$ cat config.mk
export PLATFORM = sky130hd
export DESIGN_NAME = magma_round
export DESIGN_NICKNAME = d
export VERILOG_FILES = /design/src/rtl/magma_block_cipher_macros.svh /design/src/rtl/magma_pkg.sv /design/src/rtl/magma_round.sv
export SDC_FILE = /design/constraint.sdc
export NUM_CORES = 1
export LEC_CHECK = 0
export BUFFER_PORTS_ARGS = -buffer_cell sky130_fd_sc_hd__buf_4
export CELL_PAD_IN_SITES_DETAIL_PLACEMENT = 0
export CELL_PAD_IN_SITES_GLOBAL_PLACEMENT = 2
export CORE_MARGIN = 2
export CORE_UTILIZATION = 28
export DETAILED_ROUTE_END_ITERATION = 16
export PLACE_DENSITY_LB_ADDON = 0.1
export SLEW_MARGIN = 20
export SYNTH_ARGS = -nofsm -noshare
export SYNTH_HDL_FRONTEND = slang
export SYNTH_SLANG_ARGS = --single-unit
$ cat constraint.sdc
create_clock -name clk -period 8.7 [get_ports clk]
set_input_delay 0.87 -clock clk [delete_from_list [all_inputs] [get_ports clk]]
set_output_delay 0.87 -clock clk [all_outputs]
set_load 0.01 [all_outputs]
$ cat src/rtl/magma_block_cipher_macros.svh
// Assertion helpers for the cipher RTL; magma_skid includes them.
// Each expects clk and rst_n in the scope of the module that uses it.
`ifndef MAGMA_BLOCK_CIPHER_MACROS_SVH
`define MAGMA_BLOCK_CIPHER_MACROS_SVH

// Same-cycle implication, quiet while in reset
`define MAGMA_ASSERT_IMP(label, ante, cons) \
  label: assert property (@(posedge clk) disable iff (!rst_n) (ante) |-> (cons)) \
    else $error("magma: same-cycle check failed");

// Next-cycle implication, quiet while in reset
`define MAGMA_ASSERT_NEXT(label, ante, cons) \
  label: assert property (@(posedge clk) disable iff (!rst_n) (ante) |=> (cons)) \
    else $error("magma: next-cycle check failed");

`endif

$ cat src/rtl/magma_pkg.sv
`timescale 1ns / 1ps

package magma_pkg;

  localparam int ROUNDS    = 32;
  localparam int RND_W     = $clog2(ROUNDS);
  localparam int HALF_W    = 32;
  localparam int BLOCK_W   = 2 * HALF_W;
  localparam int KEY_WORDS = 8;
  localparam int KSEL_W    = $clog2(KEY_WORDS);
  localparam int CFG_IDX_W = $clog2(KEY_WORDS);
  localparam int ROT_L     = 11;
  localparam int NIB_CNT   = HALF_W / 4;

  localparam logic OP_ENCRYPT = 1'b0;
  localparam logic OP_DECRYPT = 1'b1;

  // Fixed substitution boxes, box n serves nibble n
  localparam logic [3:0] SBOX [0:7][0:15] = '{
    '{4'hc, 4'h4, 4'h6, 4'h2, 4'ha, 4'h5, 4'hb, 4'h9,
      4'he, 4'h8, 4'hd, 4'h7, 4'h0, 4'h3, 4'hf, 4'h1},
    '{4'h6, 4'h8, 4'h2, 4'h3, 4'h9, 4'ha, 4'h5, 4'hc,
      4'h1, 4'he, 4'h4, 4'h7, 4'hb, 4'hd, 4'h0, 4'hf},
    '{4'hb, 4'h3, 4'h5, 4'h8, 4'h2, 4'hf, 4'ha, 4'hd,
      4'he, 4'h1, 4'h7, 4'h4, 4'hc, 4'h9, 4'h6, 4'h0},
    '{4'hc, 4'h8, 4'h2, 4'h1, 4'hd, 4'h4, 4'hf, 4'h6,
      4'h7, 4'h0, 4'ha, 4'h5, 4'h3, 4'he, 4'h9, 4'hb},
    '{4'h7, 4'hf, 4'h5, 4'ha, 4'h8, 4'h1, 4'h6, 4'hd,
      4'h0, 4'h9, 4'h3, 4'he, 4'hb, 4'h4, 4'h2, 4'hc},
    '{4'h5, 4'hd, 4'hf, 4'h6, 4'h9, 4'h2, 4'hc, 4'ha,
      4'hb, 4'h7, 4'h8, 4'h1, 4'h4, 4'h3, 4'he, 4'h0},
    '{4'h8, 4'he, 4'h2, 4'h5, 4'h6, 4'h9, 4'h1, 4'hc,
      4'hf, 4'h4, 4'hb, 4'h0, 4'hd, 4'ha, 4'h3, 4'h7},
    '{4'h1, 4'h7, 4'he, 4'hd, 4'h0, 4'h5, 4'h8, 4'h3,
      4'h4, 4'hf, 4'ha, 4'h6, 4'h9, 4'hc, 4'hb, 4'h2}
  };

  typedef logic [KEY_WORDS-1:0][HALF_W-1:0] key_set_t;

  // One pipeline stage: valid travels with direction and both halves
  typedef struct packed {
    logic              valid;
    logic              op;
    logic [HALF_W-1:0] hi;
    logic [HALF_W-1:0] lo;
  } stage_t;

  // Run every nibble through its own box
  function automatic logic [HALF_W-1:0] substitute(input logic [HALF_W-1:0] x);
    logic [HALF_W-1:0] r;
    r = '0;
    for (int n = 0; n < NIB_CNT; n++) begin
      r[4*n +: 4] = SBOX[n][x[4*n +: 4]];
    end
    return r;
  endfunction

  // Key word used by round r for the given direction
  function automatic logic [KSEL_W-1:0] key_index(input logic [RND_W-1:0] r,
                                                  input logic op);
    logic [KSEL_W-1:0] fwd;
    logic [KSEL_W-1:0] rev;
    fwd = r[KSEL_W-1:0];
    rev = ~r[KSEL_W-1:0];
    if (op == OP_ENCRYPT) begin
      return (r < RND_W'(ROUNDS - KEY_WORDS)) ? fwd : rev;
    end
    return (r < RND_W'(KEY_WORDS)) ? fwd : rev;
  endfunction

endpackage

$ cat src/rtl/magma_round.sv
`timescale 1ns / 1ps

module magma_round
  import magma_pkg::*;
(
  input  logic             clk,
  input  logic             rst_n,
  input  logic             advance,
  input  logic [RND_W-1:0] round_idx,
  input  key_set_t         keys,
  input  stage_t           stg_in,
  output stage_t           stg_out
);

  logic [HALF_W-1:0] sum;
  logic [HALF_W-1:0] sub;
  logic [HALF_W-1:0] mixed;
  logic              last;
  stage_t            stg_nxt;
  stage_t            stg_r;

  // Add round key, substitute, rotate left
  always_comb begin
    sum   = stg_in.lo + keys[key_index(round_idx, stg_in.op)];
    sub   = substitute(sum);
    mixed = {sub[HALF_W-ROT_L-1:0], sub[HALF_W-1:HALF_W-ROT_L]};
    last  = (round_idx == RND_W'(ROUNDS - 1));
  end

  // Swap halves except on the final round
  always_comb begin
    stg_nxt.valid = stg_in.valid;
    stg_nxt.op    = stg_in.op;
    if (last) begin
      stg_nxt.hi = stg_in.hi ^ mixed;
      stg_nxt.lo = stg_in.lo;
    end else begin
      stg_nxt.hi = stg_in.lo;
      stg_nxt.lo = stg_in.hi ^ mixed;
    end
  end

  // Hold the stage while the pipe is frozen
  always_ff @(posedge clk) begin
    if (!rst_n) begin
      stg_r.valid <= 1'b0;
    end else if (advance) begin
      stg_r.valid <= stg_nxt.valid;
    end
    if (advance) begin
      stg_r.op <= stg_nxt.op;
      stg_r.hi <= stg_nxt.hi;
      stg_r.lo <= stg_nxt.lo;
    end
  end

  assign stg_out = stg_r;

endmodule

==> summary.md <==
| Metric | Value |
|---|---|
| Hold path start | stg_out[65]$_SDFFE_PN0P_ |
| CP max FO | 50 |
| Area of the multi-input gates | about 6400 sq um |
| Gr usage total | 0.2162 |
| Final setup margin | approximately 2.1 ns |
| Reg area | roughly 2000 sq um |
| Most used cell, CP | o21ai_0 |
| Root Driver | clkbuf_16 |
| Area grow syn2layout | 42.31% |
| PwrDens | roughly 250 nW/um^2 |
| Clk_lat worst skew | 0.34 ns |
| Internal reg-to-reg setup slack | 8.10 ns |
| First-pass GRT wire length | around 53,000 um |
| DRT antenna net count | 0 |
| Top cells by count, synth | nand2_1 (107), mux4_2 (73), ha_1 (69), edfxtp_1 (65), a21oi_1 (63) |
| Wire per inst | between 20 and 25 um |
| Main synth FF type | edfxtp_1 |
| Fin crit period | approximately 6.6 ns |
| Pwr Total | ~0.0031 W |
| Final hold vios | 0 |
| Fraction of layout cells with a size suffix above 1 | 0.4582 |
| Largest family of logic cells by synthesized area | multiplexers |
| Final instance area | about 12,000 sq um |
| GPL Wtd Cong | 0.8898 |
| Drt total wl | 35,440 um |
| Max Clk Rate | approximately 150 MHz |
| Crit-path slowest cell | mux4_2 |
| Via count | between 8,000 and 9,000 |
| PortBufs | 395 |
| Std-Cell Core Area | between 30,000 and 40,000 sq um |
| Worst Tran Pin Value | ~0.96 ns |
| Synth Area in Compound Gates | 0.1539 |
| Post-Syn Area per Cell | approximately 10 sq um |
| Chip Height | 179.6 um |
| Hold Path Class | reg2reg |
| Synth Register Bits | 66 |
| PostCTS Resize Cnt | 0 |
| Vias in the first global route | about 8,800 |
| DR pass1 iterations | 5 |
| Cells on worst reg2reg path | 2 |
| Inst Count DP | between 1,500 and 2,000 |
| Pre-CTS worst setup slack | between 1.5 and 2 ns |
| CTS tree | yes |
| Met3 usage | 0.05166 |
| Met1 Track Usage GR | 0.2721 |
| H-tree depth | 3 |
| Post-DP HPWL | between 30,000 and 40,000 um |
| Initial Util | 0.2831 |
| Post-synth EDFFs | 65 |
| Io pins | approximately 400 |
| Synth Area in XOR/XNOR | 0.06404 |
| Count leader, synth | nand2_1 |
| Synth area leader | edfxtp_1 |
| Inserted Clock Buffers | 9 |
| Simple-gate share of the synthesized area | 0.1387 |
| Period utilization | 0.7619 |
| Clk buf depth | 2 |
| Final Non-Filler Cells | 1,642 |
| DIE AREA | around 32,000 sq um |
| Synthesized-area fraction occupied by adder cells | 0.1036 |
| DRC | 0 |
| FF-to-FF End | stg_out[65]$_SDFFE_PN0P_ |
| Crit-path cells | buf_4, maj3_2, xnor2_2, buf_12, mux4_2, mux2_2, ha_1, a2111oi_0, o21ai_0, nand2_1, o21ai_0, a21oi_1, xor2_1, inv_1, ha_1, nand2_1, o21ai_0, mux2i_1, xnor2_1, a21oi_1 |
| Required @ worst endpoint | between 8 and 9 ns |
| Mux share of post-synthesis cell area | 0.2725 |
| Share of the yosys chip area belonging to registers | 0.2283 |
| Layout fillers | between 3,000 and 4,000 |
| Via-per-instance ratio | approximately 5.2 |
| Syn. warnings | 0 |
| Dpl cell area | 12,000 sq um |
| Worst Skew | 0 ns |
| Post-CTS setup buffer count | 0 |
| FP Rows | 64 |
| CTS Hold Bufs | 0 |
| Die Wd | 179.6 um |
| Slowest stage delay, CP | 0.56 ns |
| Outcome | complete, no violations |
| Top-area cell type share of the netlist area | 0.2260 |
| Worst vdd ir | approximately 0.10 mV |
| Max-cap violations | 0 |
| CP Launch Type | input pin |
| Leakage | approximately 5.4 nW |
| Critical Path AT | roughly 6.7 ns |
| Antenna violations before repair | 2 |
| Initial DRC Count | 411 |
| Yosys cell types | 76 |
| Mapped Area | approximately 8600 sq um |
| Synth top area cells | edfxtp_1 (23%), mux4_2 (19%), ha_1 (10%), mux2_2 (6.7%), nand2_1 (4.7%) |
| Final setup violating endpoints | 0 |
| Endpoint class of the critical path | register |
| CTS Sinks | 66 |
| Pin count of the biggest net entering global routing | 80 |
| Peak-usage layer in the global routing report | met2 |
| GR Util met2 | 0.3715 |
| Final max-slew violation count | 0 |
| Sum Neg Setup Slack | 0 ns |
| Total gr overflow | 0 |
| FFs w/ async S/R, synth | 0 |
| Crit Reg-Reg Startpoint | stg_out[65]$_SDFFE_PN0P_ |
| Net count after synthesis | 1,273 |
| Worst Hold Depth | 2 |
| RSZ-0062 raised after global routing | no |
| Clock-pin slew on the worst setup and hold paths | approximately 0.06 ns |
| Post-synthesis cell count | 873 |
| Hold Path End | stg_out[65]$_SDFFE_PN0P_ |
| Fin nets | 1,639 |
| WS Path Type | in2reg |
| Max_slew headroom | 0.3577 |
| Max reg flops | 66 |
cell families (layout without fill, tap and decap cells):
logic type,Yosys count,in the layout
simple gates,256,256
compound gates,197,197
mux,137,137
buf+inv,85,456
fa+ha+maj,71,71
flops,66,66
xor+xnor,61,61
other cells,0,2
metrics by stage:
| step | hold slack, ns | util |
|---|---|---|
| after floorplan | 0.5383 | - |
| after global placement | 0.5051 | 0.3932 |
| after detailed placement | 0.5177 | 0.3932 |
| after CTS | 0.5388 | 0.4026 |
| after global routing | 0.5909 | 0.4028 |
| final | 0.5354 | 0.4028 |
metal layers:
layer	part of all wire	vias up	wire length, um
met2	0.49	290	17430
met4	0.021	0	745
met5	0	-	0
met1	0.42	4053	14930
met3	0.066	37	2329
li1	-	4088	-
critical path, delay by kind of cell:
family / cells / cell delay (ns)
and+or+nand+nor: 2 / 0.31
xor gates and xnor gates: 3 / 1.29
adders and majority gates: 3 / 1.15
buffers and inverters: 3 / 0.70
AOI/OAI and AO/OA: 6 / 1.34
muxes: 3 / 0.96
layout by cell type (no fill, tap or decap), types with 8 or more instances in the layout:
cell type | netlist | layout
nand4_1 | 13 | 13
inv_1 | 38 | 38
xnor2_1 | 35 | 32
mux4_2 | 73 | 73
o211ai_1 | 10 | 10
nand3_1 | 25 | 24
buf_4 | 1 | 401
mux2i_1 | 12 | 12
clkbuf_16 | 0 | 9
nor2_1 | 50 | 50
o21ai_0 | 40 | 40
a21o_1 | 9 | 9
a21oi_1 | 63 | 63
nor3_1 | 15 | 15
ha_1 | 69 | 69
edfxtp_1 | 65 | 65
xor2_1 | 25 | 25
mux2_2 | 51 | 51
o21a_1 | 8 | 8
nand2_1 | 107 | 107
area by class of cell:
class,count,area share
tap,396,0.04032
antenna,2,0.0004072
timing repair buffer,402,0.2466
clock inverter,5,0.004480
clock buffer,11,0.01894
multi-input combinational,722,0.5172
inverter,38,0.01161
sequential,66,0.1605
how the worst max path moves through the flow:
stage                 start               endpoint
2_1_floorplan    stg_in[64]   stg_out[0]$_DFFE_PP_
3_3_place_gp     stg_in[64]  stg_out[23]$_DFFE_PP_
3_5_place_dp     stg_in[64]  stg_out[23]$_DFFE_PP_
4_1_cts          stg_in[64]  stg_out[23]$_DFFE_PP_
5_1_grt        round_idx[4]  stg_out[25]$_DFFE_PP_
6_report         stg_in[64]  stg_out[25]$_DFFE_PP_
where the power goes:
| part | switching [W] | leakage (nW) | total [W] | internal (W) |
|---|---|---|---|---|
| Clock | 0.000143 | 0.136 | 0.000363 | 0.000221 |
| Combinational | 0.00122 | 4.61 | 0.00223 | 0.00101 |
| Sequential | 0.0000293 | 0.644 | 0.000536 | 0.000507 |
No activity file was read; power rests on OpenSTA's default activity.
