===== config.mk =====
export PLATFORM = sky130hd
export DESIGN_NAME = magma_skid
export DESIGN_NICKNAME = d
export VERILOG_FILES = /design/src/rtl/magma_pkg.sv /design/src/rtl/magma_skid.sv
export VERILOG_INCLUDE_DIRS = /design/src /design/src/rtl
export SDC_FILE = /design/constraint.sdc
export NUM_CORES = 1
export LEC_CHECK = 0
export BUFFER_PORTS_ARGS = -buffer_cell sky130_fd_sc_hd__buf_2
export CAP_MARGIN = 20
export CORE_ASPECT_RATIO = 1.4
export CORE_MARGIN = 4
export CORE_UTILIZATION = 42
export CTS_BUF_LIST = sky130_fd_sc_hd__clkbuf_16
export CTS_CLUSTER_SIZE = 8
export DETAILED_ROUTE_END_ITERATION = 6
export PLACE_DENSITY = 0.76
export SLEW_MARGIN = 20
export SYNTH_ARGS = -nofsm -noshare
export SYNTH_HDL_FRONTEND = slang
export SYNTH_SLANG_ARGS = --single-unit

===== constraint.sdc =====
create_clock -name clk -period 7.9 [get_ports clk]
set_input_delay 2.37 -clock clk [delete_from_list [all_inputs] [get_ports clk]]
set_output_delay 2.37 -clock clk [all_outputs]
set_load 0.05 [all_outputs]

===== src/rtl/magma_block_cipher_macros.svh =====
// Assertion helpers for the cipher RTL; magma_skid includes them.
// Each expects clk and rst_n in the scope of the module that uses it.
`ifndef MAGMA_BLOCK_CIPHER_MACROS_SVH
`define MAGMA_BLOCK_CIPHER_MACROS_SVH

// Same-cycle implication, quiet while in reset
`define MAGMA_ASSERT_IMP(label, ante, cons) \
  label: assert property (@(posedge clk) disable iff (!rst_n) (ante) |-> (cons)) \
    else $error("magma: same-cycle check failed");

// Next-cycle implication, quiet while in reset
`define MAGMA_ASSERT_NEXT(label, ante, cons) \
  label: assert property (@(posedge clk) disable iff (!rst_n) (ante) |=> (cons)) \
    else $error("magma: next-cycle check failed");

`endif


===== src/rtl/magma_pkg.sv =====
`timescale 1ns / 1ps

package magma_pkg;

  localparam int ROUNDS    = 32;
  localparam int RND_W     = $clog2(ROUNDS);
  localparam int HALF_W    = 32;
  localparam int BLOCK_W   = 2 * HALF_W;
  localparam int KEY_WORDS = 8;
  localparam int KSEL_W    = $clog2(KEY_WORDS);
  localparam int CFG_IDX_W = $clog2(KEY_WORDS);
  localparam int ROT_L     = 11;
  localparam int NIB_CNT   = HALF_W / 4;

  localparam logic OP_ENCRYPT = 1'b0;
  localparam logic OP_DECRYPT = 1'b1;

  // Fixed substitution boxes, box n serves nibble n
  localparam logic [3:0] SBOX [0:7][0:15] = '{
    '{4'hc, 4'h4, 4'h6, 4'h2, 4'ha, 4'h5, 4'hb, 4'h9,
      4'he, 4'h8, 4'hd, 4'h7, 4'h0, 4'h3, 4'hf, 4'h1},
    '{4'h6, 4'h8, 4'h2, 4'h3, 4'h9, 4'ha, 4'h5, 4'hc,
      4'h1, 4'he, 4'h4, 4'h7, 4'hb, 4'hd, 4'h0, 4'hf},
    '{4'hb, 4'h3, 4'h5, 4'h8, 4'h2, 4'hf, 4'ha, 4'hd,
      4'he, 4'h1, 4'h7, 4'h4, 4'hc, 4'h9, 4'h6, 4'h0},
    '{4'hc, 4'h8, 4'h2, 4'h1, 4'hd, 4'h4, 4'hf, 4'h6,
      4'h7, 4'h0, 4'ha, 4'h5, 4'h3, 4'he, 4'h9, 4'hb},
    '{4'h7, 4'hf, 4'h5, 4'ha, 4'h8, 4'h1, 4'h6, 4'hd,
      4'h0, 4'h9, 4'h3, 4'he, 4'hb, 4'h4, 4'h2, 4'hc},
    '{4'h5, 4'hd, 4'hf, 4'h6, 4'h9, 4'h2, 4'hc, 4'ha,
      4'hb, 4'h7, 4'h8, 4'h1, 4'h4, 4'h3, 4'he, 4'h0},
    '{4'h8, 4'he, 4'h2, 4'h5, 4'h6, 4'h9, 4'h1, 4'hc,
      4'hf, 4'h4, 4'hb, 4'h0, 4'hd, 4'ha, 4'h3, 4'h7},
    '{4'h1, 4'h7, 4'he, 4'hd, 4'h0, 4'h5, 4'h8, 4'h3,
      4'h4, 4'hf, 4'ha, 4'h6, 4'h9, 4'hc, 4'hb, 4'h2}
  };

  typedef logic [KEY_WORDS-1:0][HALF_W-1:0] key_set_t;

  // One pipeline stage: valid travels with direction and both halves
  typedef struct packed {
    logic              valid;
    logic              op;
    logic [HALF_W-1:0] hi;
    logic [HALF_W-1:0] lo;
  } stage_t;

  // Run every nibble through its own box
  function automatic logic [HALF_W-1:0] substitute(input logic [HALF_W-1:0] x);
    logic [HALF_W-1:0] r;
    r = '0;
    for (int n = 0; n < NIB_CNT; n++) begin
      r[4*n +: 4] = SBOX[n][x[4*n +: 4]];
    end
    return r;
  endfunction

  // Key word used by round r for the given direction
  function automatic logic [KSEL_W-1:0] key_index(input logic [RND_W-1:0] r,
                                                  input logic op);
    logic [KSEL_W-1:0] fwd;
    logic [KSEL_W-1:0] rev;
    fwd = r[KSEL_W-1:0];
    rev = ~r[KSEL_W-1:0];
    if (op == OP_ENCRYPT) begin
      return (r < RND_W'(ROUNDS - KEY_WORDS)) ? fwd : rev;
    end
    return (r < RND_W'(KEY_WORDS)) ? fwd : rev;
  endfunction

endpackage


===== src/rtl/magma_skid.sv =====
`timescale 1ns / 1ps
`include "magma_block_cipher_macros.svh"

module magma_skid
  import magma_pkg::*;
(
  input  logic               clk,
  input  logic               rst_n,
  input  stage_t             last,
  output logic               advance,
  output logic               out_valid,
  input  logic               out_ready,
  output logic [BLOCK_W-1:0] out_block
);

  logic               full_r;
  logic               full_nxt;
  logic [BLOCK_W-1:0] skid_r;
  logic               capture;

  // Park a word that the receiver did not take
  assign capture  = !full_r && last.valid && !out_ready;
  assign advance  = !full_r;

  always_comb begin
    if (full_r) begin
      full_nxt = !out_ready;
    end else begin
      full_nxt = capture;
    end
  end

  always_ff @(posedge clk) begin
    if (!rst_n) begin
      full_r <= 1'b0;
    end else begin
      full_r <= full_nxt;
    end
  end

  always_ff @(posedge clk) begin
    if (capture) begin
      skid_r <= {last.hi, last.lo};
    end
  end

  // Drive the result from the skid slot first
  assign out_valid = full_r || last.valid;
  assign out_block = full_r ? skid_r : {last.hi, last.lo};

  `MAGMA_ASSERT_NEXT(a_skid_fill, capture, full_r && (skid_r == $past({last.hi, last.lo})))
  `MAGMA_ASSERT_NEXT(a_skid_hold, full_r && !out_ready, full_r && $stable(skid_r))
  `MAGMA_ASSERT_NEXT(a_skid_drain, full_r && out_ready, !full_r)

endmodule


==> results.toml, run 1 <==
[detailed_routing]
drc = 0
drtIter0Drc = 95
viasPerCell = 4.763
wl_um = 5865
drt-wirelength-per-cell_um = 15.60
ant_nets = 0
vias = 1791
drt_pre_antenna_iters = 4

[sta]
period_minus_slack_ns = 5.330
holdWs_ns = 1.230
final-max-slew-violation-count = 0
relSlewSlack_pct = 34.29
worst_pin_slew_ns = 0.9857
rsz0062_at_grt = "false"
hold_violations = 0
fin_crit_sh_pct = 67.47
max_freq_ghz = 0.1876
setup_tns_ns = 0
skew_ns = 0.005046
setup_viol = 0

[placed_design]
dp_hpwl_um = 4345
finalWeightedCongestion = 0.7120
port_buffers = 133

[cts]
numClockSinks = 65
cts_buffers = 9
cts_setup_buffers = 0
holdBufCountCts = 0
clkLatencyLatePin_ns = 0.32
cts.repair.resized = 0
cts_tree = "built"
cts_max_level = 3
clock_path_buffers = 2
clk_pin_slew_ns = 0.05
root_buffer = "clkbuf_16"

[finish]
antennaDiodeCount = 0
layout.nets = 348
final_layout_size_suffix_gt1_share_pct = 75.70
post-route-util_pct = 58.77
fill_cells = 527
area_growth_pct = 36.35

[power]
leakagePower_uw = 0.001626
p_int_uw = 694.3
combPwrFrac_pct = 18.4
p_per_area_mw_per_mm2 = 246.1
sw_frac_of_total_pct = 27.42
seqPwrFrac_pct = 42.5
p_sw_uw = 262.3
ir_drop_mv = 0.1447
pwr-share-clk_pct = 39.0

[hold_path]
hold_path.class = "flop to flop"

[grt]
grt_usage_pct = 14.72
grt_pass1_vias = 1825
gr-total-overflow = 0
antenna_found_initial = 0
grt_pass1_wl_um = 9218
grt_max_degree = 68

[yosys]
netlist_instances = 140
yosysMostFrequentCell = "edfxtp_1"
synth_common_cells = "64 x edfxtp_1, 36 x mux2_2, 28 x mux2_4"
synth_area_leaders = "edfxtp_1 67%, mux2_4 15%, mux2_2 14%"
netlist.area_leader.share_pct = 67.43
async_flop_share_pct = 0
avgSynthCellArea_um2 = 20.36
yosysSeqAreaShare_pct = 68.13
synth_area_mm2 = 0.002850
ys_warn_count = 0
synth.net_count = 209
synth_edf_count = 64
yosys_most_used_dff = "edfxtp_1"
synth_seq_cells = 65
yosysTopAreaCell = "edfxtp_1"
synth.distinct_cells = 11

[setup_path]
required_ns = 5.53
setup.worst_path.start_class = "input port"
path_max_fanout = 2
arrival_ns = 2.96
crit_path_end_kind = "output pin"
critPathKind = "input port to output pin"

[run_status]
status = "finished clean"

[die]
fp.dieW_um = 77.62
die_area_mm2 = 0.008187
start_util_pct = 43.10
core_area_mm2 = 0.006613
die_h_um = 105.5
io_pins = 135
row_count = 35

[flow_run]
max_cap_violations = 0
==> placed cells by master, fill, tap and decap left out, drive strengths merged <==
cell type / n
and3b: 1
buf: 135
bufinv: 1
clkbuf: 9
clkinv: 3
clkinvlp: 2
dfxtp: 1
edfxtp: 64
inv: 2
mux2: 64
nor3b: 1
or2: 1
==> registers in the layout, summed over array words and instances (netlist names) <==
signal,flops
full_r,1
skid_r,64
==> power groups by stage <==
stage	Combinational, uW	Sequential, uW	Clock [uW]
after floorplan	139	408	0
after global placement	176	413	0
after detailed placement	178	414	0
after CTS	178	407	385
after global routing	185	409	402
final	176	407	373
==> routing by layer <==
| layer | vias up | wire, um | GRT usage, % |
|---|---|---|---|
| li1 | 831 | - | - |
| met3 | 22 | 346 | 3.932 |
| met4 | 0 | 286 | 10.43 |
| met5 | - | 0 | 0 |
| met2 | 79 | 3043 | 24.02 |
| met1 | 859 | 2189 | 16.41 |
==> area by class of cell <==
| type | count | area [um2] | area share (%) |
|---|---|---|---|
| sequential | 65 | 1946 | 50.06 |
| multi-input combinational | 67 | 853.3 | 21.96 |
| timing repair buffer | 135 | 680.7 | 17.51 |
| clock buffer | 9 | 225.2 | 5.795 |
| tap | 92 | 115.1 | 2.962 |
| clock inverter | 7 | 62.56 | 1.610 |
| inverter | 1 | 3.754 | 0.09659 |
==> through the flow <==
stage,instance area (um2),setup WS [ns],std cells,power (uW)
after detailed placement,3598,2.571,360,591.9
after global placement,3598,2.578,360,588.7
final,3886,2.570,376,956.5
after global routing,3886,2.563,376,995.3
after CTS,3886,2.571,376,970.4
after floorplan,2850,0.2984,140,546.8
==> worst max-delay path, stage by stage <==
cell	delay, ns
buf_2	0.11
mux2_4	0.26
buf_2	0.21
==> cell families after synthesis <==
logic type | count (synthesis) | share of synthesized area [%]
buffers and inverters | 8 | 2.107
flip-flops | 65 | 68.13
multiplexers | 64 | 28.97
AND/OR/NAND/NOR | 3 | 0.7905
==> worst paths after layout <==
check             startpoint       endpoint  slack [ns]  cells after the start
hold reg to reg       full_r         full_r        1.23                      2
setup / recovery    last[58]  out_block[58]        2.57                      3
setup reg to reg      full_r      skid_r[0]        6.15                      2
hold / removal        full_r         full_r        1.23                      2
(Power assumes the default switching activity.)
==> inputs of run 2 (changes only) <==
ABC_AREA = 1   (was default)
CORE_UTILIZATION = 41   (was 42)
PLACE_DENSITY = 0.75   (was 0.76)
clock period = 4.89 ns   (was 7.9 ns; I/O delays follow)
==> results.toml, run 2 <==
[run_status]
status = "finished clean"

[sta]
setup_viol = 0
period_minus_slack_ns = 3.451
relSlewSlack_pct = 40.50
hold_violations = 0
setup_tns_ns = 0
rsz0062_at_grt = "false"
max_freq_ghz = 0.2898
final-max-slew-violation-count = 0
fin_crit_sh_pct = 70.58
holdWs_ns = 0.9551
worst_pin_slew_ns = 0.8915
skew_ns = 0.004851

[grt]
grt_pass1_wl_um = 9887
grt_max_degree = 67
grt_usage_pct = 15.15
grt_pass1_vias = 2116
gr-total-overflow = 0
antenna_found_initial = 1

[yosys]
synth.distinct_cells = 9
avgSynthCellArea_um2 = 10.05
netlist.area_leader.share_pct = 68.51
synth_seq_cells = 65
synth_area_mm2 = 0.002805
synth_common_cells = "194 x nand2_1, 64 x edfxtp_1, 7 x buf_4"
async_flop_share_pct = 0
synth_edf_count = 64
synth.net_count = 348
ys_warn_count = 0
netlist_instances = 279
yosysMostFrequentCell = "nand2_1"
synthXorXnorAreaFrac_pct = 0
yosysTopAreaCell = "edfxtp_1"
synth_area_leaders = "edfxtp_1 69%, nand2_1 26%, buf_4 1.9%"
muxShareOfSynthArea_pct = 0
synth_top_family_by_area = "simple AND/OR/NAND/NOR gates"
yosys.area_share.simple_pct = 26.36
synthAdderAreaFrac_pct = 0
yosys_most_used_dff = "edfxtp_1"
synth-compound-area-share_pct = 0
yosysSeqAreaShare_pct = 69.22

[die]
fp.dieW_um = 77.91
die_area_mm2 = 0.008248
start_util_pct = 42.42
core_area_mm2 = 0.006613
row_count = 35
die_h_um = 105.9
io_pins = 135

[cts]
clk_pin_slew_ns = 0.05
numClockSinks = 65
cts_setup_buffers = 0
clock_path_buffers = 2
cts_tree = "built"
cts_max_level = 3
root_buffer = "clkbuf_16"
clkLatencyLatePin_ns = 0.31
cts_buffers = 9
cts.repair.resized = 0
holdBufCountCts = 0

[setup_path]
crit_path_end_kind = "output pin"
setup.worst_path.start_class = "input port"
required_ns = 3.42
critPathKind = "input port to output pin"
path_max_fanout = 2
arrival_ns = 1.98

[finish]
layout.nets = 480
antennaDiodeCount = 0
post-route-util_pct = 57.69
multi_input_area_um2 = 747.0
regArea_mm2 = 0.001943
top_register = "skid_r"
design_area_mm2 = 0.003815
final_common_cell = "nand2_1"
final_layout_size_suffix_gt1_share_pct = 35.82
top_regs = "skid_r: 64 flops, full_r: 1 flops"
largest_reg_flops = 64
fill_cells = 584
final_cell_mix = "194 x nand2_1, 133 x buf_2, 64 x edfxtp_1"
area_growth_pct = 35.99

[power]
pwr-share-clk_pct = 40.3
p_sw_uw = 440.2
seqPwrFrac_pct = 40.8
sw_frac_of_total_pct = 27.76
ir_drop_mv = 0.3061
combPwrFrac_pct = 18.8
p_int_uw = 1146
leakagePower_uw = 0.001879
p_per_area_mw_per_mm2 = 415.7

[detailed_routing]
ant_nets = 0
drtIter0Drc = 106
drc = 0
vias = 2249
drt_pre_antenna_iters = 4
viasPerCell = 4.427
drt-wirelength-per-cell_um = 12.38
wl_um = 6287

[placed_design]
dp_hpwl_um = 4357
port_buffers = 133
placed_area_mm2 = 0.003510
finalWeightedCongestion = 0.6948

[hold_path]
hold_path.class = "flop to flop"

[flow_run]
max_cap_violations = 0
[run 2: area by class of cell]
| class | instances | area share, % |
|---|---|---|
| multi-input combinational | 197 | 19.58 |
| clock inverter | 7 | 2.066 |
| timing repair buffer | 135 | 18.17 |
| inverter | 3 | 0.3280 |
| sequential | 65 | 50.93 |
| clock buffer | 9 | 5.904 |
| tap | 92 | 3.017 |
[run 2: critical path: stages]
cell     delay [ns]
buf_2          0.09
nand2_1        0.06
nand2_1        0.10
buf_2          0.26
[run 2: cell families after synthesis]
logic type,after synthesis
buffers and inverters,17
flip-flops,65
AND/OR/NAND/NOR,197
[run 2: stage by stage]
stage / power [uW] / std cells / setup slack, ns
final: 1586 / 508 / 1.439
after global routing: 1648 / 508 / 1.363
after CTS: 1603 / 508 / 1.425
after detailed placement: 958.5 / 492 / 1.425
after global placement: 953.4 / 492 / 1.438
after floorplan: 876.8 / 279 / 0.1972
[run 2: metal layers]
metal | track usage, % | routed length (um) | vias to the layer above
li1 | - | - | 1157
met1 | 18.26 | 2579 | 987
met2 | 24.69 | 3048 | 91
met3 | 5.726 | 537 | 12
met4 | 5.375 | 114 | 2
met5 | 0 | 7 | -
[run 2: final timing paths]
| kind | from | to | slack [ns] | cells past startpoint |
|---|---|---|---|---|
| worst max-delay path | last[6] | out_block[6] | 1.44 | 4 |
| worst min-delay path | full_r | full_r | 0.96 | 3 |
| worst max register to register | full_r | skid_r[55] | 2.47 | 4 |
| worst min register to register | full_r | full_r | 0.96 | 3 |
[run 2: power by group through the flow]
stage | sequential (uW) | combinational, uW | clock, uW
after floorplan | 659 | 218 | 0
after global placement | 657 | 296 | 0
after detailed placement | 658 | 300 | 0
after CTS | 647 | 301 | 655
after global routing | 648 | 318 | 682
final | 647 | 299 | 640
