$ cat src/rtl/magma_block_cipher_macros.svh
// Assertion helpers for the cipher RTL; magma_skid includes them.
// Each expects clk and rst_n in the scope of the module that uses it.
`ifndef MAGMA_BLOCK_CIPHER_MACROS_SVH
`define MAGMA_BLOCK_CIPHER_MACROS_SVH

// Same-cycle implication, quiet while in reset
`define MAGMA_ASSERT_IMP(label, ante, cons) \
  label: assert property (@(posedge clk) disable iff (!rst_n) (ante) |-> (cons)) \
    else $error("magma: same-cycle check failed");

// Next-cycle implication, quiet while in reset
`define MAGMA_ASSERT_NEXT(label, ante, cons) \
  label: assert property (@(posedge clk) disable iff (!rst_n) (ante) |=> (cons)) \
    else $error("magma: next-cycle check failed");

`endif

$ cat src/rtl/magma_pkg.sv
`timescale 1ns / 1ps

package magma_pkg;

  localparam int ROUNDS    = 32;
  localparam int RND_W     = $clog2(ROUNDS);
  localparam int HALF_W    = 32;
  localparam int BLOCK_W   = 2 * HALF_W;
  localparam int KEY_WORDS = 8;
  localparam int KSEL_W    = $clog2(KEY_WORDS);
  localparam int CFG_IDX_W = $clog2(KEY_WORDS);
  localparam int ROT_L     = 11;
  localparam int NIB_CNT   = HALF_W / 4;

  localparam logic OP_ENCRYPT = 1'b0;
  localparam logic OP_DECRYPT = 1'b1;

  // Fixed substitution boxes, box n serves nibble n
  localparam logic [3:0] SBOX [0:7][0:15] = '{
    '{4'hc, 4'h4, 4'h6, 4'h2, 4'ha, 4'h5, 4'hb, 4'h9,
      4'he, 4'h8, 4'hd, 4'h7, 4'h0, 4'h3, 4'hf, 4'h1},
    '{4'h6, 4'h8, 4'h2, 4'h3, 4'h9, 4'ha, 4'h5, 4'hc,
      4'h1, 4'he, 4'h4, 4'h7, 4'hb, 4'hd, 4'h0, 4'hf},
    '{4'hb, 4'h3, 4'h5, 4'h8, 4'h2, 4'hf, 4'ha, 4'hd,
      4'he, 4'h1, 4'h7, 4'h4, 4'hc, 4'h9, 4'h6, 4'h0},
    '{4'hc, 4'h8, 4'h2, 4'h1, 4'hd, 4'h4, 4'hf, 4'h6,
      4'h7, 4'h0, 4'ha, 4'h5, 4'h3, 4'he, 4'h9, 4'hb},
    '{4'h7, 4'hf, 4'h5, 4'ha, 4'h8, 4'h1, 4'h6, 4'hd,
      4'h0, 4'h9, 4'h3, 4'he, 4'hb, 4'h4, 4'h2, 4'hc},
    '{4'h5, 4'hd, 4'hf, 4'h6, 4'h9, 4'h2, 4'hc, 4'ha,
      4'hb, 4'h7, 4'h8, 4'h1, 4'h4, 4'h3, 4'he, 4'h0},
    '{4'h8, 4'he, 4'h2, 4'h5, 4'h6, 4'h9, 4'h1, 4'hc,
      4'hf, 4'h4, 4'hb, 4'h0, 4'hd, 4'ha, 4'h3, 4'h7},
    '{4'h1, 4'h7, 4'he, 4'hd, 4'h0, 4'h5, 4'h8, 4'h3,
      4'h4, 4'hf, 4'ha, 4'h6, 4'h9, 4'hc, 4'hb, 4'h2}
  };

  typedef logic [KEY_WORDS-1:0][HALF_W-1:0] key_set_t;

  // One pipeline stage: valid travels with direction and both halves
  typedef struct packed {
    logic              valid;
    logic              op;
    logic [HALF_W-1:0] hi;
    logic [HALF_W-1:0] lo;
  } stage_t;

  // Run every nibble through its own box
  function automatic logic [HALF_W-1:0] substitute(input logic [HALF_W-1:0] x);
    logic [HALF_W-1:0] r;
    r = '0;
    for (int n = 0; n < NIB_CNT; n++) begin
      r[4*n +: 4] = SBOX[n][x[4*n +: 4]];
    end
    return r;
  endfunction

  // Key word used by round r for the given direction
  function automatic logic [KSEL_W-1:0] key_index(input logic [RND_W-1:0] r,
                                                  input logic op);
    logic [KSEL_W-1:0] fwd;
    logic [KSEL_W-1:0] rev;
    fwd = r[KSEL_W-1:0];
    rev = ~r[KSEL_W-1:0];
    if (op == OP_ENCRYPT) begin
      return (r < RND_W'(ROUNDS - KEY_WORDS)) ? fwd : rev;
    end
    return (r < RND_W'(KEY_WORDS)) ? fwd : rev;
  endfunction

endpackage

$ cat src/rtl/magma_keys.sv
`timescale 1ns / 1ps

module magma_keys
  import magma_pkg::*;
(
  input  logic                 clk,
  input  logic                 rst_n,
  input  logic                 cfg_we,
  input  logic [CFG_IDX_W-1:0] cfg_index,
  input  logic [HALF_W-1:0]    cfg_data,
  output key_set_t             keys
);

  key_set_t keys_r;

  // Write one key word per enabled cycle
  always_ff @(posedge clk) begin
    if (!rst_n) begin
      keys_r <= '0;
    end else if (cfg_we) begin
      keys_r[cfg_index] <= cfg_data;
    end
  end

  assign keys = keys_r;

endmodule

$ cat config.mk
export PLATFORM = sky130hd
export DESIGN_NAME = magma_keys
export DESIGN_NICKNAME = d
export VERILOG_FILES = /design/src/rtl/magma_block_cipher_macros.svh /design/src/rtl/magma_pkg.sv /design/src/rtl/magma_keys.sv
export SDC_FILE = /design/constraint.sdc
export NUM_CORES = 1
export LEC_CHECK = 0
export ABC_AREA = 0
export ABC_CLOCK_PERIOD_IN_PS = 2600
export BUFFER_PORTS_ARGS = -buffer_cell sky130_fd_sc_hd__buf_2
export CAP_MARGIN = 20
export CORE_MARGIN = 10
export CORE_UTILIZATION = 57
export CTS_BUF_LIST = sky130_fd_sc_hd__clkbuf_4
export CTS_CLUSTER_DIAMETER = 100
export DETAILED_ROUTE_END_ITERATION = 6
export PLACE_DENSITY_LB_ADDON = 0.05
export SLEW_MARGIN = 10
export SYNTH_ARGS = -nofsm -noshare
export SYNTH_HDL_FRONTEND = slang
export SYNTH_SLANG_ARGS = --single-unit
$ cat constraint.sdc
create_clock -name clk -period 2.6 [get_ports clk]
set_input_delay 0.13 -clock clk [delete_from_list [all_inputs] [get_ports clk]]
set_output_delay 0.13 -clock clk [all_outputs]
set_load 0.1 [all_outputs]
==> metrics.yaml, run 1 <==
synth_top_cell_area_share_pct: 55.71
gr-usage-all-layers_pct: 24.19
min_period_ns: 1.610
rows: 46
power_leakage_nw: 6.780
core-area_um2: 15830
drc: 0
grt_max_degree: 59
die_x_um: 147.0
cts_buffer_depth: 3
worstMarginPinSlew_ns: 0.9290
max_stage_delay_ns: 0.45
power_density_nw_per_um2: 690.0
grt_overflow: 0
slew_headroom_pct: 37.93
largest_reg_flops: 256
synth_top_family_by_area: "multiplexers"
synth_area_leaders: "dfxtp_1, mux2i_1, nand2_1, buf_2, buf_4"
yosys.area.top_type: "dfxtp_1"
area_growth_pct: 29.06
critical-path-top-delay-family: "buffers and inverters"
utilization_pct: 75.02
synth_cells: 871
drt-total-wl_um: 27410
critical_path_class: "flip-flop to output port"
synth_most_common_cell: "nand2_1"
setup_viol: 0
cts_tree: "built"
synthDistinctLibCells: 12
hold_viol: 0
synth_edf_count: 0
path_buf_inv: 1
endpoint_kind: "output port"
htreeDepth: 2
dr.pass1.iters: 4
async_flop_share_pct: 0
grt_antenna_before_repair: 1
worstSkewPairLatency_ns: 0.64
cp.required_ns: 2.47
skew_ns: 0
fin_area_um2: 11870
arrival_ns: 1.48
p_sw_share_pct: 30.13
synth-xor-area-share_pct: 0
synthMuxAreaShare_pct: 27.85
fp.dieH_um: 147.0
cts_buffers: 60
fp.dieArea_um2: 21620
grt_pass1_wl_um: 42320
power.share.clock_pct: 36.4
max-vdd-ir-drop_uv: 406.4
crit_slowest_cell: "buf_2"
clk_pin_slew_worst_paths_ns: 0.07
ant_nets: 0
p_switching_mw: 2.468
ioPinCount: 294
hold_class: "primary input to flip-flop"
gp_congestion: 0.8083
cts_setup_buffers: 0
status: "finished clean"
max_cap_violations: 0
grt_setup_unrepaired: "false"
start_kind: "flip-flop"
ys_ff_latch: 256
ys_warn_count: 0
vias: 7509
fin_crit_sh_pct: 61.91
cp_cell_sequence: "buf_2"
seq_area_frac_synth_pct: 55.71
fmax_mhz: 621.3
critPathMaxFanout: 2
synth_compound_area_share_pct: 0
p_comb_share_pct: 14.1
clock-sinks: 256
dr.first_iter.drc_count: 400
seqPwrFrac_pct: 49.5
drive_above_1_share_pct: 32.03
syn_avg_cell_area_um2: 10.56
drv_slew: 0
port_buffers: 293
syn-num-nets: 909
dpl_cell_area_um2: 10840
finalNetCount: 1255
synth_flop_cell: "dfxtp_1"
cts-root-buf: "clkbuf_4"
start_util_pct: 58.13
finalSetupTns_ns: 0
routedWlPerCell_um: 18.58
regToRegSetupSlack_ns: 1.92
internal_power_mw: 5.725
post-dp-hpwl_um: 18770
synthSimpleGateAreaFrac_pct: 12.73
via_per_inst: 5.091
syn_area_um2: 9200
synth_common_cells: "nand2_1, dfxtp_1, mux2i_1"
synthAdderAreaFrac_pct: 0
grt_pass1_vias: 7653
==> cell usage in the layout (no fill, tap or decap) <==
cell,n
clkinv_1,18
nand4_1,1
dlygate4sd3_1,33
dfxtp_1,256
mux2i_1,256
buf_12,2
nand4bb_4,3
diode_2,1
clkbuf_8,1
clkbuf_4,85
nand2_1,288
nand4b_1,3
nor4b_4,1
buf_4,19
buf_2,292
==> power by group through the flow <==
| stage | logic (mW) | registers, mW | clock network, mW |
|---|---|---|---|
| after floorplan | 0.269 | 4.76 | 0 |
| after global routing | 1.20 | 4.06 | 3.27 |
| after global placement | 1.11 | 4.14 | 0 |
| final | 1.15 | 4.05 | 2.98 |
| after detailed placement | 1.12 | 4.14 | 0 |
| after CTS | 1.16 | 4.05 | 3.05 |
==> metrics by stage <==
| stage | cells | hold WS, ns | worst slack [ns] | total power [mW] |
|---|---|---|---|---|
| after CTS | 1474 | 0.08479 | 0.9312 | 8.257 |
| after detailed placement | 1338 | 0.4458 | 0.8995 | 5.257 |
| after floorplan | 871 | 0.4077 | 1.370 | 5.029 |
| after global routing | 1475 | 0.1069 | 0.9053 | 8.524 |
| after global placement | 1338 | 0.4399 | 0.9149 | 5.251 |
| final | 1475 | 0.1310 | 0.9904 | 8.193 |
==> area by class of cell <==
class                   count  area, um^2
clock inverters            18       67.56
flip-flops and latches    256        5125
clock buffers              85       638.1
well taps                 216       270.3
diodes                      1       2.502
multi-input cells         552        3782
fillers                  1176        3954
repair buffers            347        1988
==> worst paths after layout <==
path / startpoint / to / cells after the start
setup / recovery: keys[150] / keys[150] / 1
hold / removal: cfg_index[0] / keys[26] / 4
setup reg to reg: keys[182] / keys[182] / 2
hold reg to reg: keys[0] / keys[0] / 2
==> layer usage <==
metal  global-route usage (%)  wire [um]  share of wire [%]
met4                    10.06        805                2.9
met5                        0          0                  0
met3                    8.907       2309                8.4
met2                    39.95      13330                 49
met1                    27.72      10970                 40
==> repair_timing <==
item	in CTS	in global routing
hold buffers	33	0
resized for setup	0	0
endpoints found under the hold margin	254	0
==> cell families (layout without fill, tap and decap cells) <==
kind of cell | Yosys count | after routing
other | 0 | 1
and+or+nand+nor | 296 | 296
buffers and inverters | 63 | 450
muxes | 256 | 256
DFF | 256 | 256
Note: power is estimated with default switching activity, not from simulation.
==> run 2, diff against run 1 <==
--- a/config.mk
+++ b/config.mk
@@ -6,11 +6,11 @@
 export NUM_CORES = 1
 export LEC_CHECK = 0
 export ABC_AREA = 0
-export ABC_CLOCK_PERIOD_IN_PS = 2600
+export ABC_CLOCK_PERIOD_IN_PS = 1400
 export BUFFER_PORTS_ARGS = -buffer_cell sky130_fd_sc_hd__buf_2
 export CAP_MARGIN = 20
 export CORE_MARGIN = 10
-export CORE_UTILIZATION = 57
+export CORE_UTILIZATION = 47
 export CTS_BUF_LIST = sky130_fd_sc_hd__clkbuf_4
 export CTS_CLUSTER_DIAMETER = 100
 export DETAILED_ROUTE_END_ITERATION = 6
==> constraint.sdc (replaced) <==
create_clock -name clk -period 1.4 [get_ports clk]
set_input_delay 0.07 -clock clk [delete_from_list [all_inputs] [get_ports clk]]
set_output_delay 0.07 -clock clk [all_outputs]
set_load 0.1 [all_outputs]
==> run 2 against run 1 <==
  * Setup slack got worse by 0.95 ns
  * Power increased by 95%
  * Wire length rose by 7.1%
  * Critical path depth stayed put
==> metrics.yaml, run 2 (same netlist as run 1, synthesis figures left out) <==
area_growth_pct: 46.84  # was 29.06%
max_cap_violations: 0  # unchanged
reg2reg_from: "keys[23]"  # was keys[182]
seqPwrFrac_pct: 47.2  # was 49.5%
core-area_um2: 19330  # was 15,830 um^2
clock-sinks: 256  # unchanged
routedWlPerCell_um: 19.07  # was 18.58 um
power.share.clock_pct: 38.0  # was 36.4%
gp_congestion: 0.7522  # was 0.8083
drc: 0  # unchanged
crit_cells: 1  # unchanged
skew_ns: 0  # unchanged
gr-usage-all-layers_pct: 21.95  # was 24.19%
post-dp-hpwl_um: 19560  # was 18,770 um
worstMarginPinSlew_ns: 0.4056  # was 0.9290 ns
grt_overflow: 0  # unchanged
cp_cell_sequence: "buf_4"  # was buf_2
min_period_ns: 1.358
cts_tree: "built"  # unchanged
worstSkewPairLatency_ns: 0.61  # was 0.64 ns
clk_pin_slew_worst_paths_ns: 0.06  # was 0.07 ns
arrival_ns: 1.29  # was 1.48 ns
crit_slowest_cell: "dfxtp_1"  # was buf_2
cts_setup_buffers: 0  # unchanged
ioPinCount: 294  # unchanged
fin_crit_sh_pct: 96.98
power_leakage_nw: 7.062  # was 6.780 nW
path_buf_inv: 1  # unchanged
fin_area_um2: 13510  # was 11,870 um^2
final_common_cell: "nand2_1"  # was buf_2
drv_slew: 0  # unchanged
htreeDepth: 3  # was 2
largest_reg_flops: 256  # unchanged
slew_headroom_pct: 72.89  # was 37.93%
max_stage_delay_ns: 0.34  # was 0.45 ns
fmax_mhz: 736.5
layout_common_cells: "nand2_1, mux2i_1, dfxtp_1"  # was buf_2, nand2_1, mux2i_1, dfxtp_1, clkbuf_4
fp.dieArea_um2: 25570  # was 21,620 um^2
drive_above_1_share_pct: 33.88  # was 32.03%
power_density_nw_per_um2: 1185  # was 690.0 nW/um^2
cts_buffer_depth: 3  # unchanged
port_buffers: 293  # unchanged
rr_endpoint: "keys[23]"  # was keys[182]
start_kind: "flip-flop"  # unchanged
critPathMaxFanout: 2  # unchanged
ant_nets: 0  # unchanged
dpl_cell_area_um2: 11130  # was 10,840 um^2
drt-total-wl_um: 29350  # was 27,410 um
vias: 7554  # was 7,509
reg2regPathDepth: 3  # was 2
rows: 51  # was 46
critical_path_class: "flip-flop to output port"  # unchanged
cts-root-buf: "clkbuf_4"  # unchanged
grt_pass1_wl_um: 45280  # was 42,320 um
hold_class: "primary input to flip-flop"  # unchanged
cp-endpoint: "keys[151]"  # was keys[150]
grt_antenna_before_repair: 2  # was 1
grt_pass1_vias: 7895  # was 7,653
critical-path-top-delay-family: "flip-flops"  # was buffers and inverters
p_switching_mw: 4.707  # was 2.468 mW
dr.pass1.iters: 4  # unchanged
cts_buffers: 67  # was 60
p_sw_share_pct: 29.41  # was 30.13%
fp.dieH_um: 159.9  # was 147.0 um
status: "finished clean"  # unchanged
regToRegSetupSlack_ns: 0.24  # was 1.92 ns
hold_viol: 0  # unchanged
max-vdd-ir-drop_uv: 818.6  # was 406.4 uV
setup_viol: 0  # unchanged
startpoint: "keys[151]"  # was keys[150]
finalNetCount: 1275  # was 1,255
start_util_pct: 47.58  # was 58.13%
holdWs_ns: 0.04999  # was 0.1310 ns
p_comb_share_pct: 14.8  # was 14.1%
internal_power_mw: 11.30  # was 5.725 mW
dr.first_iter.drc_count: 266  # was 400
endpoint_kind: "output port"  # unchanged
nFillCells: 1499  # was 1,176
grt_max_degree: 43  # was 59
cp.required_ns: 1.33  # was 2.47 ns
die_x_um: 159.9  # was 147.0 um
via_per_inst: 4.908  # was 5.091
-- run 2: cell types whose count changed in the layout (fill, tap and decap cells not counted) --
| cell | previous run | this run |
|---|---|---|
| buf_12 | 2 | 18 |
| buf_2 | 292 | 36 |
| buf_4 | 19 | 121 |
| buf_6 | 0 | 147 |
| buf_8 | 0 | 1 |
| clkbuf_4 | 85 | 101 |
| clkinv_1 | 18 | 2 |
| diode_2 | 1 | 2 |
| dlygate4sd3_1 | 33 | 36 |
| inv_2 | 0 | 1 |
| nand2_1 | 288 | 287 |
| nand2_2 | 0 | 1 |
-- run 2: cell type report --
type | instances | area (um^2) | share of cell area [%]
Sequential cell | 256 | 5125 | 37.94
Multi-Input combinational cell | 552 | 3785 | 28.02
Timing Repair Buffer | 360 | 3493 | 25.86
Clock buffer | 101 | 758.2 | 5.613
Tap cell | 265 | 331.6 | 2.454
Clock inverter | 3 | 11.26 | 0.08336
Antenna cell | 2 | 5.005 | 0.03705
-- run 2: routing by layer --
layer  track usage, %  vias to the layer above  part of all wire [%]
met5                0                        -                     0
met4            10.68                        0                   3.7
met3            8.509                       73                   8.6
met2            36.26                      255                    49
met1            24.33                     3577                    39
li1                 -                     3649                     -
-- run 2: worst min-delay path by stage --
stage | startpoint | to | slack [ns] | cells past startpoint
2_1_floorplan | cfg_data[0] | keys[128] | 0.35 | 2
3_3_place_gp | keys[25] | keys[25] | 0.44 | 2
3_5_place_dp | keys[25] | keys[25] | 0.45 | 2
4_1_cts | cfg_index[0] | keys[58] | 0.01 | 4
5_1_grt | cfg_index[0] | keys[53] | 0.04 | 4
6_report | cfg_index[0] | keys[58] | 0.05 | 4
-- run 2: repair_timing --
action | in CTS | in global routing
hold endpoints to repair | 255 | 0
hold buffers | 36 | 0
setup endpoints to repair | 256 | 97
resized for setup | 316 | 99
-- run 2: power by group through the flow --
stage / Sequential [mW] / Combinational, mW / Clock (mW)
2_1_floorplan: 8.84 / 0.500 / 0
3_3_place_gp: 7.69 / 2.13 / 0
3_5_place_dp: 7.69 / 2.14 / 0
4_1_cts: 7.55 / 2.33 / 6.25
5_1_grt: 7.57 / 2.46 / 6.65
6_report: 7.56 / 2.37 / 6.08
-- run 2: stage by stage --
stage          instances  worst slack [ns]  util [%]  setup TNS [ns]  power [mW]
2_1_floorplan        871            0.1695         -               0       9.340
3_3_place_gp        1397            0.2388     57.59               0       9.816
3_5_place_dp        1397            0.2014     57.59               0       9.826
4_1_cts             1537         0.0003414     67.91               0       16.13
5_1_grt             1539         -0.009477     69.87        -0.01354       16.67
6_report            1539           0.04221     69.87               0       16.00
==> run 3, diff against run 2 <==
--- a/config.mk
+++ b/config.mk
@@ -10,7 +10,7 @@
 export BUFFER_PORTS_ARGS = -buffer_cell sky130_fd_sc_hd__buf_2
 export CAP_MARGIN = 20
 export CORE_MARGIN = 10
-export CORE_UTILIZATION = 47
+export CORE_UTILIZATION = 40
 export CTS_BUF_LIST = sky130_fd_sc_hd__clkbuf_4
 export CTS_CLUSTER_DIAMETER = 100
 export DETAILED_ROUTE_END_ITERATION = 6
==> run 3 against run 2 <==
  * Wire length grew 5.1%
  * Largest power group unchanged
  * Final area grew 6.0%
  * Sequential share of layout area shrank 1.9 points
  * Critical path type unchanged
  * Power grew 2.6%
  * Worst hold slack gained 0.0047 ns
  * Maximum frequency grew 1.3%
  * Global-route usage shrank 1.7 points
  * Core utilization shrank 6.6 points
  * Via count shrank 0.71%
  * Cell count grew 1.6%
==> metrics.yaml, run 3 (same netlist as run 1, synthesis figures left out) <==
drive_above_1_share_pct: 36.02  # was 33.88%
min_period_ns: 1.341  # was 1.358 ns
grt_pass1_vias: 7868  # was 7,895
power_leakage_nw: 7.250  # was 7.062 nW
dr.pass1.iters: 4  # unchanged
final_common_cell: "nand2_1"  # unchanged
via_per_inst: 4.795  # was 4.908
crit_slowest_cell: "dfxtp_1"  # unchanged
drc: 0  # unchanged
drv_slew: 0  # unchanged
finalPower_mw: 16.42  # was 16.00 mW
status: "finished clean"  # unchanged
fin_crit_sh_pct: 95.77  # was 96.98%
max_stage_delay_ns: 0.40  # was 0.34 ns
path_buf_inv: 1  # unchanged
vias: 7500  # was 7,554
cts_buffers: 70  # was 67
die_x_um: 171.7  # was 159.9 um
post-dp-hpwl_um: 20440  # was 19,560 um
fp.dieArea_um2: 29470  # was 25,570 um^2
grt_pass1_wl_um: 46060  # was 45,280 um
max-vdd-ir-drop_uv: 603.1  # was 818.6 uV
setup_viol: 0  # unchanged
start_kind: "flip-flop"  # unchanged
slew_headroom_pct: 71.46  # was 72.89%
start_util_pct: 40.64  # was 47.58%
drt-total-wl_um: 30860  # was 29,350 um
critPathMaxFanout: 2  # unchanged
power_density_nw_per_um2: 1147  # was 1185 nW/um^2
finalNetCount: 1276  # was 1,275
largest_reg_flops: 256  # unchanged
grt_overflow: 0  # unchanged
nFillCells: 1834  # was 1,499
critical_path_class: "flip-flop to output port"  # unchanged
worstSkewPairLatency_ns: 0.63  # was 0.61 ns
layout_common_cells: "nand2_1, mux2i_1, dfxtp_1"  # unchanged
cp.required_ns: 1.33  # about the same
ant_nets: 0  # unchanged
clk_pin_slew_worst_paths_ns: 0.06  # about the same
cp_cell_sequence: "buf_6"  # was buf_4
gr-usage-all-layers_pct: 20.26  # was 21.95%
cts_buffer_depth: 3  # unchanged
core-area_um2: 22640  # was 19,330 um^2
holdWs_ns: 0.05473  # was 0.04999 ns
htreeDepth: 3  # unchanged
routedWlPerCell_um: 19.73  # was 19.07 um
gp_congestion: 0.7666  # was 0.7522
critical-path-top-delay-family: "flip-flops"  # unchanged
grt_antenna_before_repair: 1  # was 2
worstMarginPinSlew_ns: 0.4271  # was 0.4056 ns
finalSetupTns_ns: 0  # unchanged
hold_class: "primary input to flip-flop"  # unchanged
grt_max_degree: 41  # was 43
hold_viol: 0  # unchanged
fp.dieH_um: 171.7  # was 159.9 um
ioPinCount: 294  # unchanged
area_growth_pct: 55.62  # was 46.84%
clock-sinks: 256  # unchanged
fmax_mhz: 745.8  # was 736.5 MHz
rows: 55  # was 51
port_buffers: 293  # unchanged
arrival_ns: 1.27  # was 1.29 ns
cts-root-buf: "clkbuf_4"  # unchanged
endpoint_kind: "output port"  # unchanged
cts_setup_buffers: 0  # unchanged
cts_tree: "built"  # unchanged
max_cap_violations: 0  # unchanged
dr.first_iter.drc_count: 322  # was 266
skew_ns: 0  # unchanged
[run 3: where the power goes]
part	total [mW]	internal [mW]	switching, mW
Clock	6.38	3.47	2.91
Sequential	7.59	7.45	0.136
Combinational	2.46	0.700	1.76
Total	16.4	11.6	4.80
[run 3: final cells by class]
type	count	area, um^2	area share [%]
Antenna cell	2	5.005	0.03496
Clock buffer	102	765.7	5.348
Clock inverter	9	60.06	0.4195
Multi-Input combinational cell	552	3782	26.42
Sequential cell	256	5159	36.03
Tap cell	285	356.6	2.491
Timing Repair Buffer	358	4189	29.26
[run 3: stage by stage]
stage                     util [%]  setup slack [ns]  area (um^2)  std cells
after floorplan                  -            0.1695         9200        871
after global placement       49.15            0.1972        11130       1416
after detailed placement     49.15            0.1730        11130       1416
after CTS                    61.13        0.00008893        13840       1562
after global routing         63.24          -0.01753        14320       1564
final                        63.24           0.05918        14320       1564
[run 3: worst paths after layout]
| kind | from | to | slack (ns) | cells after the start |
|---|---|---|---|---|
| setup / recovery | keys[191] | keys[191] | 0.06 | 1 |
| hold reg to reg | keys[190] | keys[190] | 0.46 | 2 |
| setup reg to reg | keys[169] | keys[169] | 0.70 | 2 |
| hold / removal | cfg_index[0] | keys[41] | 0.05 | 4 |
[run 3: timing repair]
action | in CTS | in global routing
setup endpoints to repair | 256 | 100
hold endpoints to repair | 256 | 0
gates resized for setup | 495 | 131
hold buffers | 35 | 0
[run 3: routing by layer]
metal,track usage (%),wire length [um],vias up,share of wire (%)
met5,0,0,-,0
met4,8.204,612,0,2.0
met3,7.747,2720,26,8.8
met2,33.93,15260,243,49
met1,22.66,12260,3581,40
li1,-,-,3650,-
